--- src/hdl/acr_pkg.sv ---
// ----------------------------------------------------------------------------
// acr_pkg - shared definitions for the associative tag store
// Widths of the fixed port fields, parameter defaults, controller state
// encoding and the command/status bundles between controller and datapath.
// ----------------------------------------------------------------------------
`default_nettype none

package acr_pkg;

  localparam int DEF_LINES    = 8;
  localparam int DEF_TAG_BITS = 16;

  localparam int TAG_PORT_W = 16;  // block_tag and evicted_tag ports
  localparam int IDX_PORT_W = 3;   // line_index port
  localparam int CNT_W      = 16;  // use counts and hit total

  localparam logic [CNT_W-1:0] CNT_MAX = '1;

  typedef enum logic [3:0] {
    ST_IDLE   = 4'b0001,
    ST_LOOKUP = 4'b0010,
    ST_SCAN   = 4'b0100,
    ST_COMMIT = 4'b1000
  } acr_state_t;

  typedef struct packed {
    logic capture;    // latch the incoming tag
    logic lookup;     // compare all lines, register the outcome
    logic scan_step;  // visit one line of the victim search
    logic commit;     // update the lines and load the result register
  } acr_cmd_t;

  typedef struct packed {
    logic full_miss;    // miss with every line valid: search for a victim
    logic scan_last;    // the line under scan is the last one
    logic out_blocked;  // result register full and stalled
  } acr_sts_t;

  function automatic logic [CNT_W-1:0] sat_inc(input logic [CNT_W-1:0] v);
    sat_inc = (v == CNT_MAX) ? v : v + 1'b1;
  endfunction

endpackage

`default_nettype wire

--- src/hdl/assoc_cache_tag_replacement.sv ---
// ----------------------------------------------------------------------------
// assoc_cache_tag_replacement - fully associative tag store, FIFO / LFU-LRU
// Top level: joins the sequencer and the datapath, drives the config port.
// ----------------------------------------------------------------------------
// Sequence: an accepted transaction has its tag captured and then its lookup
//   outcome registered; when every line is valid, a victim is searched, one
//   line per cycle; a commit then loads the result register once it is not
//   blocked. A new transaction is taken only after the commit; the sequence
//   runs over the single line read port.
// Reset: synchronous, clears valid bits, counts, ranks, the hit total and the
//   mode register at once; no clearing pass.
`default_nettype none

module assoc_cache_tag_replacement import acr_pkg::*; #(
  parameter int LINES    = DEF_LINES,
  parameter int TAG_BITS = DEF_TAG_BITS
) (
  input  wire logic                  clk,
  input  wire logic                  rst,
  // configuration write channel
  input  wire logic                  cfg_valid,
  output logic                       cfg_ready,
  input  wire logic                  replace_mode,
  // request channel
  input  wire logic                  in_valid,
  output logic                       in_stall,
  input  wire logic [TAG_PORT_W-1:0] block_tag,
  // result channel
  output logic                       out_valid,
  input  wire logic                  out_stall,
  output logic                       hit,
  output logic [IDX_PORT_W-1:0]      line_index,
  output logic                       evicted,
  output logic [TAG_PORT_W-1:0]      evicted_tag,
  output logic [CNT_W-1:0]           hit_total
);

  acr_cmd_t cmd;
  acr_sts_t sts;

  // Mode writes must arrive only while idle; unchecked, taken every cycle.
  assign cfg_ready = 1'b1;

  // Sequencer: one transaction at a time; the result register lets the
  // next transaction start while the previous result is still stalled.
  acr_ctrl u_ctrl (
    .clk      (clk),
    .rst      (rst),
    .in_valid (in_valid),
    .in_stall (in_stall),
    .sts      (sts),
    .cmd      (cmd)
  );

  // Line storage, compare, victim scan, update and result register.
  acr_datapath #(
    .LINES    (LINES),
    .TAG_BITS (TAG_BITS)
  ) u_datapath (
    .clk         (clk),
    .rst         (rst),
    .cmd         (cmd),
    .sts         (sts),
    .cfg_we      (cfg_valid && cfg_ready),
    .cfg_mode    (replace_mode),
    .block_tag   (block_tag),
    .out_valid   (out_valid),
    .out_stall   (out_stall),
    .hit         (hit),
    .line_index  (line_index),
    .evicted     (evicted),
    .evicted_tag (evicted_tag),
    .hit_total   (hit_total)
  );

endmodule

`default_nettype wire

--- src/hdl/acr_ctrl.sv ---
// ----------------------------------------------------------------------------
// acr_ctrl - sequencer of the associative tag store
// Steps each transaction through lookup, optional victim scan and commit.
// ----------------------------------------------------------------------------
`default_nettype none

module acr_ctrl import acr_pkg::*; (
  input  wire logic     clk,
  input  wire logic     rst,
  input  wire logic     in_valid,
  output logic          in_stall,
  input  wire acr_sts_t sts,
  output acr_cmd_t      cmd
);

  acr_state_t state, state_next;

  always_ff @(posedge clk) begin
    if (rst) begin
      state <= ST_IDLE;
    end else begin
      state <= state_next;
    end
  end

  always_comb begin
    state_next    = state;
    cmd           = '0;
    case (state)
      ST_IDLE: begin
        if (in_valid) begin
          cmd.capture = 1'b1;
          state_next  = ST_LOOKUP;
        end
      end
      ST_LOOKUP: begin
        cmd.lookup = 1'b1;
        state_next = sts.full_miss ? ST_SCAN : ST_COMMIT;
      end
      ST_SCAN: begin
        cmd.scan_step = 1'b1;
        if (sts.scan_last) begin
          state_next = ST_COMMIT;
        end
      end
      ST_COMMIT: begin
        if (!sts.out_blocked) begin
          cmd.commit = 1'b1;
          state_next = ST_IDLE;
        end
      end
      default: begin
        state_next = ST_IDLE;
      end
    endcase
  end

  assign in_stall = (state != ST_IDLE);

  a_accept_to_lookup: assert property (@(posedge clk) disable iff (rst)
    (in_valid && !in_stall) |=> (state == ST_LOOKUP))
    else $error("accepted transaction did not enter lookup");

  a_scan_holds: assert property (@(posedge clk) disable iff (rst)
    (state == ST_SCAN && !sts.scan_last) |=> (state == ST_SCAN))
    else $error("victim scan left before the last line");

  a_commit_waits: assert property (@(posedge clk) disable iff (rst)
    (state == ST_COMMIT && sts.out_blocked) |=> (state == ST_COMMIT))
    else $error("commit issued while the result register was blocked");

endmodule

`default_nettype wire

--- src/hdl/acr_datapath.sv ---
// ----------------------------------------------------------------------------
// acr_datapath - line storage, lookup, victim scan and result register
// Holds tags, use counts and age ranks per line and applies the commands.
// ----------------------------------------------------------------------------
`default_nettype none

module acr_datapath import acr_pkg::*; #(
  parameter int LINES    = DEF_LINES,
  parameter int TAG_BITS = DEF_TAG_BITS
) (
  input  wire logic                  clk,
  input  wire logic                  rst,
  input  wire acr_cmd_t              cmd,
  output acr_sts_t                   sts,
  input  wire logic                  cfg_we,
  input  wire logic                  cfg_mode,
  input  wire logic [TAG_PORT_W-1:0] block_tag,
  output logic                       out_valid,
  input  wire logic                  out_stall,
  output logic                       hit,
  output logic [IDX_PORT_W-1:0]      line_index,
  output logic                       evicted,
  output logic [TAG_PORT_W-1:0]      evicted_tag,
  output logic [CNT_W-1:0]           hit_total
);

  localparam int IDX_W = $clog2(LINES);
  localparam int FL_W  = $clog2(LINES + 1);
  localparam logic [IDX_W-1:0] LAST_IDX = IDX_W'(LINES - 1);

  logic                repl_mode;
  logic [TAG_BITS-1:0] tag;
  logic                line_valid [LINES];
  logic [TAG_BITS-1:0] line_tag   [LINES];
  logic [CNT_W-1:0]    use_count  [LINES];
  logic [IDX_W-1:0]    age_rank   [LINES];
  logic [FL_W-1:0]     filled_lines;
  logic [CNT_W-1:0]    hits_seen;

  logic                hit_r, fill_r;
  logic [IDX_W-1:0]    sel, scan_idx;
  logic [CNT_W-1:0]    best_count;
  logic [IDX_W-1:0]    best_age;

  logic [TAG_BITS+TAG_PORT_W-1:0] tag_in_wide;
  logic [TAG_BITS+TAG_PORT_W-1:0] tag_out_wide;
  logic [IDX_W+IDX_PORT_W-1:0]    idx_out_wide;

  // Lookup: parallel compare, lowest-numbered match and free line.
  logic             any_match, any_free;
  logic [IDX_W-1:0] match_idx, free_idx;

  always_comb begin
    any_match = 1'b0;
    any_free  = 1'b0;
    match_idx = '0;
    free_idx  = '0;
    for (int i = LINES - 1; i >= 0; i--) begin
      if (line_valid[i] && line_tag[i] == tag) begin
        any_match = 1'b1;
        match_idx = IDX_W'(i);
      end
      if (!line_valid[i]) begin
        any_free = 1'b1;
        free_idx = IDX_W'(i);
      end
    end
  end

  // One read port on the count/age/tag arrays: scan position or chosen line.
  logic [IDX_W-1:0]    rd_idx;
  logic [CNT_W-1:0]    rd_count;
  logic [IDX_W-1:0]    rd_age;
  logic [TAG_BITS-1:0] rd_tag;
  logic                better;

  assign rd_idx   = cmd.scan_step ? scan_idx : sel;
  assign rd_count = use_count[rd_idx];
  assign rd_age   = age_rank[rd_idx];
  assign rd_tag   = line_tag[rd_idx];

  always_comb begin
    if (repl_mode) begin
      better = (rd_count < best_count) || (rd_count == best_count && rd_age < best_age);
    end else begin
      better = (rd_age < best_age);
    end
  end

  always_ff @(posedge clk) begin
    if (rst) begin
      repl_mode <= 1'b0;
    end else if (cfg_we) begin
      repl_mode <= cfg_mode;
    end
  end

  assign tag_in_wide = {{TAG_BITS{1'b0}}, block_tag};

  always_ff @(posedge clk) begin
    if (cmd.capture) begin
      tag <= tag_in_wide[TAG_BITS-1:0];
    end
    if (cmd.lookup) begin
      hit_r      <= any_match;
      fill_r     <= !any_match && any_free;
      sel        <= any_match ? match_idx : (any_free ? free_idx : '0);
      best_count <= use_count[0];
      best_age   <= age_rank[0];
      scan_idx   <= IDX_W'(1);
    end else if (cmd.scan_step) begin
      scan_idx <= scan_idx + 1'b1;
      if (better) begin
        sel        <= scan_idx;
        best_count <= rd_count;
        best_age   <= rd_age;
      end
    end
  end

  // Commit: new line state.
  logic                replace;
  logic [FL_W-1:0]     filled_m1;
  logic                valid_next [LINES];
  logic [TAG_BITS-1:0] tag_next   [LINES];
  logic [CNT_W-1:0]    count_next [LINES];
  logic [IDX_W-1:0]    age_next   [LINES];
  logic [CNT_W-1:0]    hits_next;

  assign replace   = !hit_r && !fill_r;
  assign filled_m1 = filled_lines - 1'b1;
  assign hits_next = hit_r ? sat_inc(hits_seen) : hits_seen;

  always_comb begin
    for (int i = 0; i < LINES; i++) begin
      valid_next[i] = line_valid[i];
      tag_next[i]   = line_tag[i];
      count_next[i] = use_count[i];
      age_next[i]   = age_rank[i];
      if (IDX_W'(i) == sel) begin
        if (hit_r) begin
          count_next[i] = sat_inc(use_count[i]);
          if (repl_mode) begin
            age_next[i] = filled_m1[IDX_W-1:0];
          end
        end else if (fill_r) begin
          valid_next[i] = 1'b1;
          tag_next[i]   = tag;
          count_next[i] = sat_inc(use_count[i]);
          age_next[i]   = IDX_W'(i);
        end else begin
          tag_next[i] = tag;
          age_next[i] = LAST_IDX;
          if (repl_mode) begin
            count_next[i] = CNT_W'(1);
          end
        end
      end else begin
        if ((hit_r || replace) && repl_mode) begin
          if (age_rank[i] > rd_age) begin
            age_next[i] = age_rank[i] - 1'b1;
          end
        end else if (replace) begin
          if (age_rank[i] != '0) begin
            age_next[i] = age_rank[i] - 1'b1;
          end
        end
      end
    end
  end

  always_ff @(posedge clk) begin
    if (rst) begin
      filled_lines <= '0;
      hits_seen    <= '0;
      for (int i = 0; i < LINES; i++) begin
        line_valid[i] <= 1'b0;
        use_count[i]  <= '0;
        age_rank[i]   <= '0;
      end
    end else if (cmd.commit) begin
      hits_seen <= hits_next;
      if (fill_r && filled_lines < FL_W'(LINES)) begin
        filled_lines <= filled_lines + 1'b1;
      end
      for (int i = 0; i < LINES; i++) begin
        line_valid[i] <= valid_next[i];
        use_count[i]  <= count_next[i];
        age_rank[i]   <= age_next[i];
      end
    end
  end

  always_ff @(posedge clk) begin
    if (cmd.commit) begin
      for (int i = 0; i < LINES; i++) begin
        line_tag[i] <= tag_next[i];
      end
    end
  end

  // Result register.
  assign tag_out_wide = {{TAG_PORT_W{1'b0}}, rd_tag};
  assign idx_out_wide = {{IDX_PORT_W{1'b0}}, sel};

  always_ff @(posedge clk) begin
    if (rst) begin
      out_valid <= 1'b0;
    end else if (cmd.commit) begin
      out_valid <= 1'b1;
    end else if (!out_stall) begin
      out_valid <= 1'b0;
    end
  end

  always_ff @(posedge clk) begin
    if (cmd.commit) begin
      hit         <= hit_r;
      line_index  <= idx_out_wide[IDX_PORT_W-1:0];
      evicted     <= replace;
      evicted_tag <= replace ? tag_out_wide[TAG_PORT_W-1:0] : '0;
      hit_total   <= hits_next;
    end
  end

  assign sts.full_miss   = !any_match && !any_free;
  assign sts.scan_last   = (scan_idx == LAST_IDX);
  assign sts.out_blocked = out_valid && out_stall;

  a_commit_loads: assert property (@(posedge clk) disable iff (rst)
    cmd.commit |=> out_valid)
    else $error("commit did not load the result register");

  a_fill_bound: assert property (@(posedge clk) disable iff (rst)
    filled_lines <= FL_W'(LINES))
    else $error("fill count beyond line count");

  a_hit_on_valid: assert property (@(posedge clk) disable iff (rst)
    (cmd.commit && hit_r) |-> line_valid[sel])
    else $error("hit committed on an invalid line");

endmodule

`default_nettype wire

--- config.mk ---
export PLATFORM = sky130hd
export DESIGN_NAME = assoc_cache_tag_replacement
export DESIGN_NICKNAME = d
export VERILOG_FILES = /design/src/hdl/acr_pkg.sv /design/src/hdl/assoc_cache_tag_replacement.sv /design/src/hdl/acr_ctrl.sv /design/src/hdl/acr_datapath.sv
export SDC_FILE = /design/constraint.sdc
export NUM_CORES = 1
export LEC_CHECK = 0
export ABC_AREA = 1
export BUFFER_PORTS_ARGS = -buffer_cell sky130_fd_sc_hd__buf_4
export CORE_ASPECT_RATIO = 1.5
export CORE_MARGIN = 2
export CORE_UTILIZATION = 55
export DETAILED_ROUTE_END_ITERATION = 16
export GPL_ROUTABILITY_DRIVEN = 0
export PLACE_DENSITY = 0.72
export REMOVE_ABC_BUFFERS = 1
export SYNTH_ARGS = -nofsm -noshare
export SYNTH_HDL_FRONTEND = slang
export SYNTH_HIERARCHICAL = 1
export SYNTH_SLANG_ARGS = --single-unit
--- constraint.sdc ---
create_clock -name clk -period 10.75 [get_ports clk]
set_input_delay 2.15 -clock clk [delete_from_list [all_inputs] [get_ports clk]]
set_output_delay 2.15 -clock clk [all_outputs]
set_load 0.02 [all_outputs]
* Yosys cells after proc, flatten, opt, wreduce, memory -nomap -nowiden
Memories as Yosys holds them, arrays and structs flattened. A register that Yosys moved wholly into a read port is not among the register bits. Index checks and enable logic that the tools add are counted.
Storage, ports and cells: memory bits (writable) 288, register bits after elaboration 90, bits of input ports 22, logic and storage cells 379, output and inout bits 40, memories kept 4
Memories:
- u_datapath.line_tag | depth 8, bits a word 16, read ports 9, clocked after memory_dff 1, wr ports 8, line acr_datapath.sv:34 | logic [TAG_BITS-1:0] line_tag [LINES];
- u_datapath.use_count | depth 8, bits a word 16, read ports 9, clocked after memory_dff 0, wr ports 8, line acr_datapath.sv:35 | logic [CNT_W-1:0] use_count [LINES];
- u_datapath.age_rank | depth 8, bits a word 3, read ports 9, clocked after memory_dff 0, wr ports 8, line acr_datapath.sv:36 | logic [IDX_W-1:0] age_rank [LINES];
- u_datapath.line_valid | depth 8, bits a word 1, read ports 8, clocked after memory_dff 0, wr ports 8, line acr_datapath.sv:33 | logic line_valid [LINES];
Operators by class: bitwise logic cells 24, $lt $le $gt $ge 11, reduce and logical (&&, ||, !) cells 36, muxes and demuxes 233, $add $sub $neg 20, equality and inequality tests 35
Operators with widths (number):
- two-way mux 16 bit | 69
- two-way mux 3 bit | 93
- adder 16 x 1 -> 16 bit, second input constant | 9
- == test 16 bit | 9
- == test 16 bit, second input constant | 9
- two-way mux 1 bit | 64
- subtractor 3 x 1 -> 3 bit, second input constant | 9
- > comparator 3 bit | 8
- bitwise OR 1 bit | 24
- nonzero test 3 bit | 8
- < comparator 16 bit | 1
- two-way mux 4 bit | 4
- one-hot mux 4 bit (4 select lines) | 1
- logical AND 1 bit | 15
- == test 3 bit, first input constant | 4
- == test 2 x 3 -> 1 bit, first input constant | 2
- inequality test 2 bit, second input constant | 3
- logical NOT 1 bit | 5
- adder 4 x 1 -> 4 bit, second input constant | 1
- == test 4 x 1 -> 1 bit, second input constant | 1
- == test 4 x 2 -> 1 bit, second input constant | 1
- == test 4 x 3 -> 1 bit, second input constant | 1
- == test 4 bit, second input constant | 1
- < comparator 4 bit, second input constant | 1
- other kinds (12) | 16

* Longest topological paths before layout
An unclocked memory read counts as a cell.
word-level depth 15, mapped depth 26, mapped depth without buffers 23

* By module
Netlist, hierarchy kept.
By module, submodules not included:
- acr_datapath | sequential area each 11461.0 um^2, area each 23394.9 um^2, instances 1, cells each 2801
- acr_ctrl | sequential area each 80.1 um^2, area each 242.7 um^2, instances 1, cells each 41
- assoc_cache_tag_replacement | sequential area each 0.0 um^2, area each 11.3 um^2, instances 1, cells each 2

* Least setup slack after synthesis
No wires, ideal clock.
path type input to register, start point input out_stall, end point memory u_datapath.use_count[1][0], enable pin, slack 5.020 ns, data required time 10.362 ns, stages on the path 7, path buffers 0, data arrival time 5.342 ns, setup time 0.388 ns, cell sequence nand2_1 > inv_1 > nor2_1 > nor2_1 > inv_1 > nand2_1 > nor2_1
RTL lines:
- start, declared | line assoc_cache_tag_replacement.sv:30 | input wire logic out_stall,
- end, declared | line acr_datapath.sv:35

==> impl_results.md <==
- Post-synth EDFFs: 365
- Post-CTS Hold Buffers: 0
- Min Clock Period, post-route: 5.45 ns
- Post-DP HPWL: 55200 microns
- Worst setup path startpoint: u_ctrl/state[2]
- ANT nets after route: 0
- Max Root-Sink Buffers: 3
- Hold Crit Class: flop to flop
- Yosys Warn Count: 6
- Unique masters post-synth: between 50 and 60
- VDD IR max: 0.163 mV
- Final setup TNS: 0 ns
- Clock latency on the worst-skew pair: 0.56 ns
- Chip width: 173 microns
- Fillers: ~3700
- Routed WL: 75600 microns
- Slew @ Worst Pin: 1.31 ns
- WL/cell: 21.7 microns
- Hold Crit Start: u_datapath/filled_lines[3]
- Aggregate global-route resource usage: 33.1%
- CTS Buf Count: 40
- CTS tree: built
- Vias in the first global route: 20848
- Die height: ~260 microns
- Post-layout nets: 2973
- MaxCap Viol Count: 0
- Overall power: around 3.7 mW
- Leakage Power: 10.6 nW
- Most frequent cells in the layout: 563 x nand2_1, 378 x inv_1, 365 x edfxtp_1
- Setup slack after layout: 5.30 ns
- Post-synth top flop: edfxtp_1
- Worst R2R Setup Slack: 5.30 ns
- H-Tree Depth: 2
- Post-synthesis register bit count: 394
- Hold Slack: 0.506 ns
- Crit path DAT: 5.61 ns
- Clock-pin transition on the worst setup and hold timing paths: 0.06 ns
- Pwr/cell area: 144 mW/mm^2
- CP Max Fanout: 87
- Design area: 0.0260 sq mm
- Post-synthesis sequential area ratio: between 40% and 50%
- Outcome: complete, no violations
- Core area: about 0.043 sq mm
- Critical path startpoint category: flop
- Largest net degree at the start of global routing: between 80 and 90
- Final setup fails: 0
- Non-filler instance count after layout: 3478
- Commonest non-fill, non-tap cell in the layout: nand2_1
- Rel. slew slack: 12.5%
- Drt drc: 0
- Placed Cells: 3408
- FF-to-FF Start: u_ctrl/state[2]
- Initial DRC Count: 2279
- Area Overhead vs Synth: 10.1%
- Final Hold Violating Endpoints: 0
- DRT Pass-1 Iters: 9
- Num Clock Sinks: 394
- Via count: 21420
- Multi-input logic area: 0.0102 sq mm
- Pre-CTS setup slack: about 5 ns
- Site row count: 93
- Ys async rst share: 0%
- Final Slew Violations: 0
- Element type at the critical path end: flop
- FF+latch area: 0.0115 sq mm
- Initial antenna violation count: 1
- Critical setup path kind: flop to flop
- Clock root cell: clkbuf_16
- Full die area: 0.0447 sq mm
- Post-CTS Resized: 0
- Required time worst endpoint: 10.91 ns
- Max Fclk: approximately 180 MHz
- Gr ovfl total: 0
- Via density: 6.16
- I/O Pins: between 60 and 70
- Layout cells sized above 1: between 6 and 7%
- Post-layout util: 60.9%
- Antenna Cells: 0
- First-pass GRT wire length: 114000 microns
- I/O Buffers: 60
- Initial core utilization: between 50% and 60%
- Cell area after synthesis: around 0.024 sq mm
- RSZ-0062 raised after global routing: no
- Period utilization: 50.7%
- Placed cell area: 0.0247 sq mm
- Mapped Avg Cell Area: 8.32 sq um
- Worst clock skew: 0.0229 ns
- Setup Fix Bufs, Post-CTS: 0
- Syn Inst Count: 2844
[cells by family (layout without fill, tap and decap cells)]
group | Yosys count | count (layout) | share of synthesized area, %
adders and majority gates | 71 | 71 | 3.76
AOI/OAI and AO/OA | 679 | 679 | 15.9
buffers and inverters | 498 | 562 | 8.27
DFF | 394 | 394 | 48.8
xor gates and xnor gates | 69 | 69 | 2.56
and+or+nand+nor | 1132 | 1132 | 20.7
other | 1 | 1 | 0.0159
[cell usage after synthesis, drive strengths merged (50+ instances only)]
cell type  number  area (sq um)
a21oi         205          1030
buf            55           290
clkbuf         50           190
edfxtp        365         11000
ha             71           888
inv           390          1460
nand2         564          2120
nand3         126           651
nand4          52           332
nor2          257           992
nor3           65           335
o21ai         316          1600
[worst max-delay path: stages (launching register included)]
cell,delay [ns]
dfxtp_1,0.38
inv_1,0.05
nor2_1,0.12
nand2_1,0.08
inv_1,0.31
inv_2,0.11
nand2_1,0.08
buf_4,0.39
nand2_8,0.37
buf_4,0.48
o21ai_0,0.26
a21oi_1,0.06
o22ai_1,0.38
ha_1,0.34
a21oi_1,0.16
nor2_1,0.05
a211oi_1,0.17
o21ai_0,0.12
nand2_1,0.08
o211ai_1,0.09
nand2_1,0.12
nand2_1,0.05
nand2_1,0.75
[layer usage]
metal | part of all wire [%] | track usage [%] | routed length [microns]
met1 | 33 | 33.6 | 24900
met2 | 49 | 58.1 | 36800
met3 | 7.0 | 5.01 | 5300
met5 | 0.019 | 0 | 14
met4 | 11 | 31.4 | 8560
[flip-flops by register name (all words and copies together) (netlist names), 3 cells and up]
signal and count:
u_datapath/hits_seen 16, u_datapath/hit_total 16, u_datapath/filled_lines 4, u_datapath/sel 3, u_datapath/line_valid 8, u_datapath/age_rank 24
u_datapath/best_count 16, u_ctrl/state 4, u_datapath/best_age 3, u_datapath/scan_idx 3, u_datapath/use_count 128, u_datapath/line_tag 128
u_datapath/line_index 3, u_datapath/evicted_tag 16, u_datapath/tag 16
[final cells by class]
| cell class | instances | share of cell area [%] |
|---|---|---|
| Clock buffer | 50 | 4.07 |
| Clock inverter | 20 | 1.16 |
| Inverter | 393 | 5.67 |
| Multi-Input combinational cell | 1952 | 39.2 |
| Sequential cell | 394 | 44.3 |
| Tap cell | 570 | 2.74 |
| Timing Repair Buffer | 99 | 2.86 |
[power by group]
| part | switching, mW | internal, mW |
|---|---|---|
| clock network | 0.600 | 0.891 |
| logic | 0.302 | 0.130 |
| registers | 0.0751 | 1.75 |
[worst paths after layout]
kind | end | cells past startpoint
max | u_datapath/best_count[5] | 22
min | u_datapath/filled_lines[3] | 2
max reg2reg | u_datapath/best_count[5] | 22
min reg2reg | u_datapath/filled_lines[3] | 2
Power figures use the tool's default switching activity.
